`src/design/sra_pkg.sv`:
```
// ----------------------------------------------------------------------------
// sra_pkg: shared types and constants of the shelf rectangle allocator
// Payload structs, request/status/register codes and the sequencer states.
// ----------------------------------------------------------------------------
`default_nettype none

package sra_pkg;

  localparam int unsigned DIM_W      = 13;
  localparam int unsigned POS_W      = 12;
  localparam int unsigned HND_W      = 8;
  localparam int unsigned STS_W      = 3;
  localparam int unsigned MRG_W      = 4;
  localparam int unsigned QNT_W      = 7;
  localparam int unsigned CFG_IDX_W  = 2;
  localparam int unsigned CFG_DATA_W = 13;
  localparam int unsigned DIVN_W     = 14;
  localparam int unsigned FIND_W     = 16;

  localparam int unsigned MaxDim         = 4096;
  localparam int unsigned DEF_MAX_STRIPS = 64;
  localparam int unsigned DEF_MAX_SLOTS  = 256;

  localparam logic [DIM_W-1:0] RST_ATLAS_W = 13'd2048;
  localparam logic [DIM_W-1:0] RST_ATLAS_H = 13'd2048;
  localparam logic [MRG_W-1:0] RST_MARGIN  = 4'd1;
  localparam logic [QNT_W-1:0] RST_QUANTUM = 7'd10;

  typedef enum logic [1:0] {
    REQ_ALLOC = 2'd0,
    REQ_FREE  = 2'd1,
    REQ_CLEAR = 2'd2
  } req_e;

  typedef enum logic [CFG_IDX_W-1:0] {
    CFG_ATLAS_W = 2'd0,
    CFG_ATLAS_H = 2'd1,
    CFG_MARGIN  = 2'd2,
    CFG_QUANTUM = 2'd3
  } cfg_e;

  typedef enum logic [STS_W-1:0] {
    STS_OK         = 3'd0,
    STS_FULL       = 3'd1,
    STS_TOO_LARGE  = 3'd2,
    STS_POOL_EMPTY = 3'd3,
    STS_BAD_HANDLE = 3'd4
  } status_e;

  typedef enum logic [4:0] {
    S_IDLE,
    S_DIV,
    S_CHECK,
    S_FIND,
    S_SNEXT,
    S_SCHK,
    S_WCUR_RD,
    S_WCUR,
    S_WNX,
    S_FIT,
    S_LINK,
    S_NEW,
    S_NEWCHK,
    S_NEWWR,
    S_FREE,
    S_UNLINK,
    S_FSTRIP,
    S_POP,
    S_POPCHK,
    S_EMIT
  } state_e;

  typedef struct packed {
    logic [1:0]       req_type;
    logic [DIM_W-1:0] item_width;
    logic [DIM_W-1:0] item_height;
    logic [HND_W-1:0] slot_handle;
  } req_t;

  typedef struct packed {
    logic [STS_W-1:0] status;
    logic [POS_W-1:0] place_x;
    logic [POS_W-1:0] place_y;
    logic [HND_W-1:0] granted_handle;
    logic [DIM_W-1:0] row_height;
  } res_t;

endpackage

`default_nettype wire

```
`src/design/sra_qdiv.sv`:
```
// ----------------------------------------------------------------------------
// sra_qdiv: iterative remainder unit
// Restoring division, one quotient bit per cycle; returns num mod den.
// ----------------------------------------------------------------------------
`default_nettype none

module sra_qdiv (
  input  wire logic                        clk_i,
  input  wire logic                        rst_ni,
  input  wire logic                        start_i,
  input  wire logic [sra_pkg::DIVN_W-1:0]  num_i,
  input  wire logic [sra_pkg::QNT_W-1:0]   den_i,
  output logic                             done_o,
  output logic [sra_pkg::QNT_W-1:0]        rem_o
);

  localparam int unsigned CNT_W = $clog2(sra_pkg::DIVN_W + 1);

  logic                          run_q, run_d;
  logic                          done_q, done_d;
  logic [CNT_W-1:0]              cnt_q, cnt_d;
  logic [sra_pkg::DIVN_W-1:0]    dvd_q, dvd_d;
  logic [sra_pkg::QNT_W-1:0]     rem_q, rem_d;
  logic [sra_pkg::QNT_W-1:0]     den_q, den_d;
  logic [sra_pkg::QNT_W:0]       trial;

  always_comb begin
    run_d  = run_q;
    done_d = 1'b0;
    cnt_d  = cnt_q;
    dvd_d  = dvd_q;
    rem_d  = rem_q;
    den_d  = den_q;
    trial  = {rem_q, dvd_q[sra_pkg::DIVN_W-1]};
    if (start_i) begin
      run_d = 1'b1;
      cnt_d = CNT_W'(sra_pkg::DIVN_W);
      dvd_d = num_i;
      rem_d = '0;
      den_d = den_i;
    end else if (run_q) begin
      // shift in one dividend bit, subtract when it fits
      if (trial >= {1'b0, den_q}) begin
        rem_d = sra_pkg::QNT_W'(trial - {1'b0, den_q});
      end else begin
        rem_d = trial[sra_pkg::QNT_W-1:0];
      end
      dvd_d = {dvd_q[sra_pkg::DIVN_W-2:0], 1'b0};
      cnt_d = cnt_q - 1'b1;
      if (cnt_q == CNT_W'(1)) begin
        run_d  = 1'b0;
        done_d = 1'b1;
      end
    end
  end

  always_ff @(posedge clk_i or negedge rst_ni) begin
    if (!rst_ni) begin
      run_q  <= 1'b0;
      done_q <= 1'b0;
      cnt_q  <= '0;
    end else begin
      run_q  <= run_d;
      done_q <= done_d;
      cnt_q  <= cnt_d;
    end
  end

  always_ff @(posedge clk_i) begin
    dvd_q <= dvd_d;
    rem_q <= rem_d;
    den_q <= den_d;
  end

  assign done_o = done_q;
  assign rem_o  = rem_q;

endmodule

`default_nettype wire

```
`config.mk`:
```
export PLATFORM = sky130hd
export DESIGN_NAME = sra_qdiv
export DESIGN_NICKNAME = d
export VERILOG_FILES = /design/src/design/sra_pkg.sv /design/src/design/sra_qdiv.sv
export SDC_FILE = /design/constraint.sdc
export NUM_CORES = 1
export LEC_CHECK = 0
export ABC_AREA = 1
export BUFFER_PORTS_ARGS = -buffer_cell sky130_fd_sc_hd__buf_2
export CORE_MARGIN = 4
export CORE_UTILIZATION = 59
export DETAILED_ROUTE_END_ITERATION = 7
export GPL_ROUTABILITY_DRIVEN = 0
export GPL_TIMING_DRIVEN = 0
export PLACE_DENSITY_LB_ADDON = 0.15
export SKIP_LAST_GASP = 1
export SLEW_MARGIN = 20
export SYNTH_ARGS = -nofsm -noshare
export SYNTH_HDL_FRONTEND = slang
export SYNTH_SLANG_ARGS = --single-unit
```
`constraint.sdc`:
```
create_clock -name clk_i -period 4.7 [get_ports clk_i]
set_input_delay 0.47 -clock clk_i [delete_from_list [all_inputs] [get_ports clk_i]]
set_output_delay 0.47 -clock clk_i [all_outputs]
set_load 0.005 [all_outputs]
```
==> results.tsv <==
metric	value	unit
stdcell_area	2052	µm²
cap_violations	0	
ys_seq_area_share	51.47	%
synth_compound_area_share	4.685	%
numPortBuffers	31	
leakage	1.083	nW
status	finished clean	
diodes	0	
period_share	40.21	%
path_class	reg -> reg	
synth.avg_cell_area	8.771	µm²
drtIter0Drc	119	
finalHoldViolations	0	
hpwl	2587	µm
cts_sinks	34	
worst_slack	2.810	ns
yosysWarningCount	0	
met1_length	1491	µm
drt_first_pass_iters	4	
grt_max_degree	19	
yosys.area.top_type	edfxtp_1	
die_area	3978	µm²
row_count	19	
r2r-end	rem_o[2]	
clock_path_buffers	2	
slew_viol_final	0	
cts_tree	done	
dieWidth	63.07	µm
setup_viol_count_final	0	
synth_fp_nets	238	
start_kind	flop	
slew_headroom	75.24	%
avgViaCountPerCell	5.091	
r2r_setup_slack	2.81	ns
ir_worst_vdd	302.0	µV
synth_area	1789	µm²
totalWireLength	3395	µm
worst_pin_slew	0.3709	ns
r2r-start	dvd_q[13]	
dpl_cell_area	1983	µm²
grt_pass1_vias	1444	
via_count	1400	
layout_min_cycle_time	1.890	ns
synth_top_family_by_area	simple AND/OR/NAND/NOR gates	
core	2829	µm²
yosysTopAreaCellShare	35.24	%
met2_length	1673	µm
path_max_fanout	9	
drive_above_1_share	21.72	%
cts_max_level	2	
hold_class	in -> reg	
clock.fmax	529.1	MHz
fin_cells	275	
end_kind	flop	
arrival	2.14	ns
grt_pass1_wl	6120	µm
dr_wl_met3	188	µm
reg2reg_depth	13	
clkLatencyLatePin	0.33	ns
synthXorXnorAreaFrac	0.9790	%
die_h	63.07	µm
ios	32	
grt_overflow_total	0	
rsz0062_at_grt	no	
finClkSkew	0.01499	ns
dpl.cell_count	266	
highest_layer	met4	
hold_ws	0.3112	ns
ant_nets	0	
drc	0	
synth_area_leaders	edfxtp_1 35%, nand2_1 16%, dfrtp_1 8.4%	
worstHoldStart	den_i[6]	
antenna_found_initial	0	
fin_nets	277	
synth_cell_type_count	28	
min_to	den_q[6]	
initial_utilization	63.25	%
worstHoldPathCells	1	
synth_cells	204	
cts_made_buffers	5	
worstPathRequired	4.95	ns
pre_cts_ws	2.826	ns
tns	0	ns
avgRoutedWirePerCell	12.35	µm
synthSimpleGateAreaFrac	28.11	%
root_buffer	clkbuf_4	
synthMuxAreaShare	0	%
clk_transition_reported_paths	0.10	ns
synth-adder-area-share	7.413	%
synth-seq-cells	34	
area_delta_synth_final	14.69	%
grt_use_total	19.34	%
p_per_area	477.0	nW/µm²
state kept, by name, indices dropped and copies added, names as in the netlist:
name	flops
rem_o	7
dvd_q	14
done_o	1
run_q	1
cnt_q	4
den_q	7
where the power goes:
| group | switching, W | internal, W | total, W |
|---|---|---|---|
| combinational | 0.000247 | 0.000172 | 0.000419 |
| sequential | 0.0000339 | 0.000365 | 0.000399 |
| clock | 0.0000874 | 0.0000738 | 0.000161 |
worst max path at each step:
| stage | startpoint | endpoint | cells after the start | slack [ns] |
|---|---|---|---|---|
| after floorplan | dvd_q[13] | rem_o[5] | 14 | 3.00 |
| after global placement | dvd_q[13] | rem_o[6] | 14 | 2.88 |
| after detailed placement | dvd_q[13] | rem_o[5] | 14 | 2.83 |
| after CTS | dvd_q[13] | rem_o[2] | 13 | 2.80 |
| after global routing | dvd_q[13] | rem_o[5] | 14 | 2.63 |
| final | dvd_q[13] | rem_o[2] | 13 | 2.81 |
cell type report:
type / instances / area (µm²)
flip-flops and latches: 34 / 920.9
fillers: 224 / 777.0
clock buffers: 8 / 58.81
multi-input cells: 136 / 737.0
plain buffers: 3 / 15.01
repair buffers: 32 / 165.2
inverters: 31 / 116.4
well taps: 31 / 38.79
cell families (layout without fill, tap and decap cells):
logic type,count (synthesis),after routing
simple gates,110,110
compound gates,14,14
buf+inv,34,74
fa+ha+maj,10,10
xor+xnor,2,2
flops,34,34
worst max-delay path: stages, from the launching register on:
cell and delay (ns):
edfxtp_1 0.37, inv_1 0.08, ha_1 0.15, inv_1 0.07
fa_1 0.41, nand2_1 0.08, nand2_1 0.08, nand2_2 0.09
nand2_2 0.06, nand2_4 0.11, nand2_4 0.08, nand2_1 0.07
nand3_1 0.06, o21ai_1 0.08
routing by layer:
layer  GRT usage, %  vias up
met1          22.89      624
li1               -      731
met5              0        -
met3          5.861        6
met4          5.234        0
met2          33.86       39
timing repair:
item	in CTS	in global routing
hold endpoints to repair	6	0
buffers inserted	0	0
hold buffers	1	0
gates resized for setup	0	0
per-stage QoR:
step,util (%),total power [W]
3_3_place_gp,70.10,0.0007912
4_1_cts,72.53,0.0009798
6_report,72.53,0.0009788
3_5_place_dp,70.10,0.0008151
5_1_grt,72.53,0.001067
2_1_floorplan,-,0.0007078
cell usage in the layout (no fill, tap or decap), types with 4 or more instances in the layout:
cell type / instances
edfxtp_1: 21
clkbuf_4: 5
dfxtp_1: 7
buf_2: 34
ha_1: 9
nand3_1: 18
a21oi_1: 4
o21ai_1: 7
inv_1: 27
inv_2: 4
dfrtp_1: 6
nand2_1: 76
cells in the mapped netlist:
| cell type | count |
|---|---|
| nand2_2 | 2 |
| nand2_1 | 76 |
| o21ai_1 | 7 |
| inv_1 | 27 |
| nor4_1 | 1 |
| dfrtp_1 | 6 |
| fa_1 | 1 |
| dfxtp_1 | 7 |
| xor2_1 | 1 |
| nand3b_1 | 2 |
| edfxtp_1 | 21 |
| a21oi_4 | 1 |
| nand3_1 | 18 |
| a22oi_1 | 1 |
| nor2_8 | 1 |
| ha_1 | 9 |
| buf_2 | 3 |
| nor3_2 | 1 |
| or2_4 | 1 |
| o21ai_0 | 1 |
| a21oi_1 | 4 |
| xnor2_1 | 1 |
| nand4_1 | 2 |
| nor2_2 | 1 |
| or2_1 | 1 |
| inv_2 | 4 |
| nor2_1 | 2 |
| nand2_4 | 2 |
Note: power is estimated with default switching activity, not from simulation.
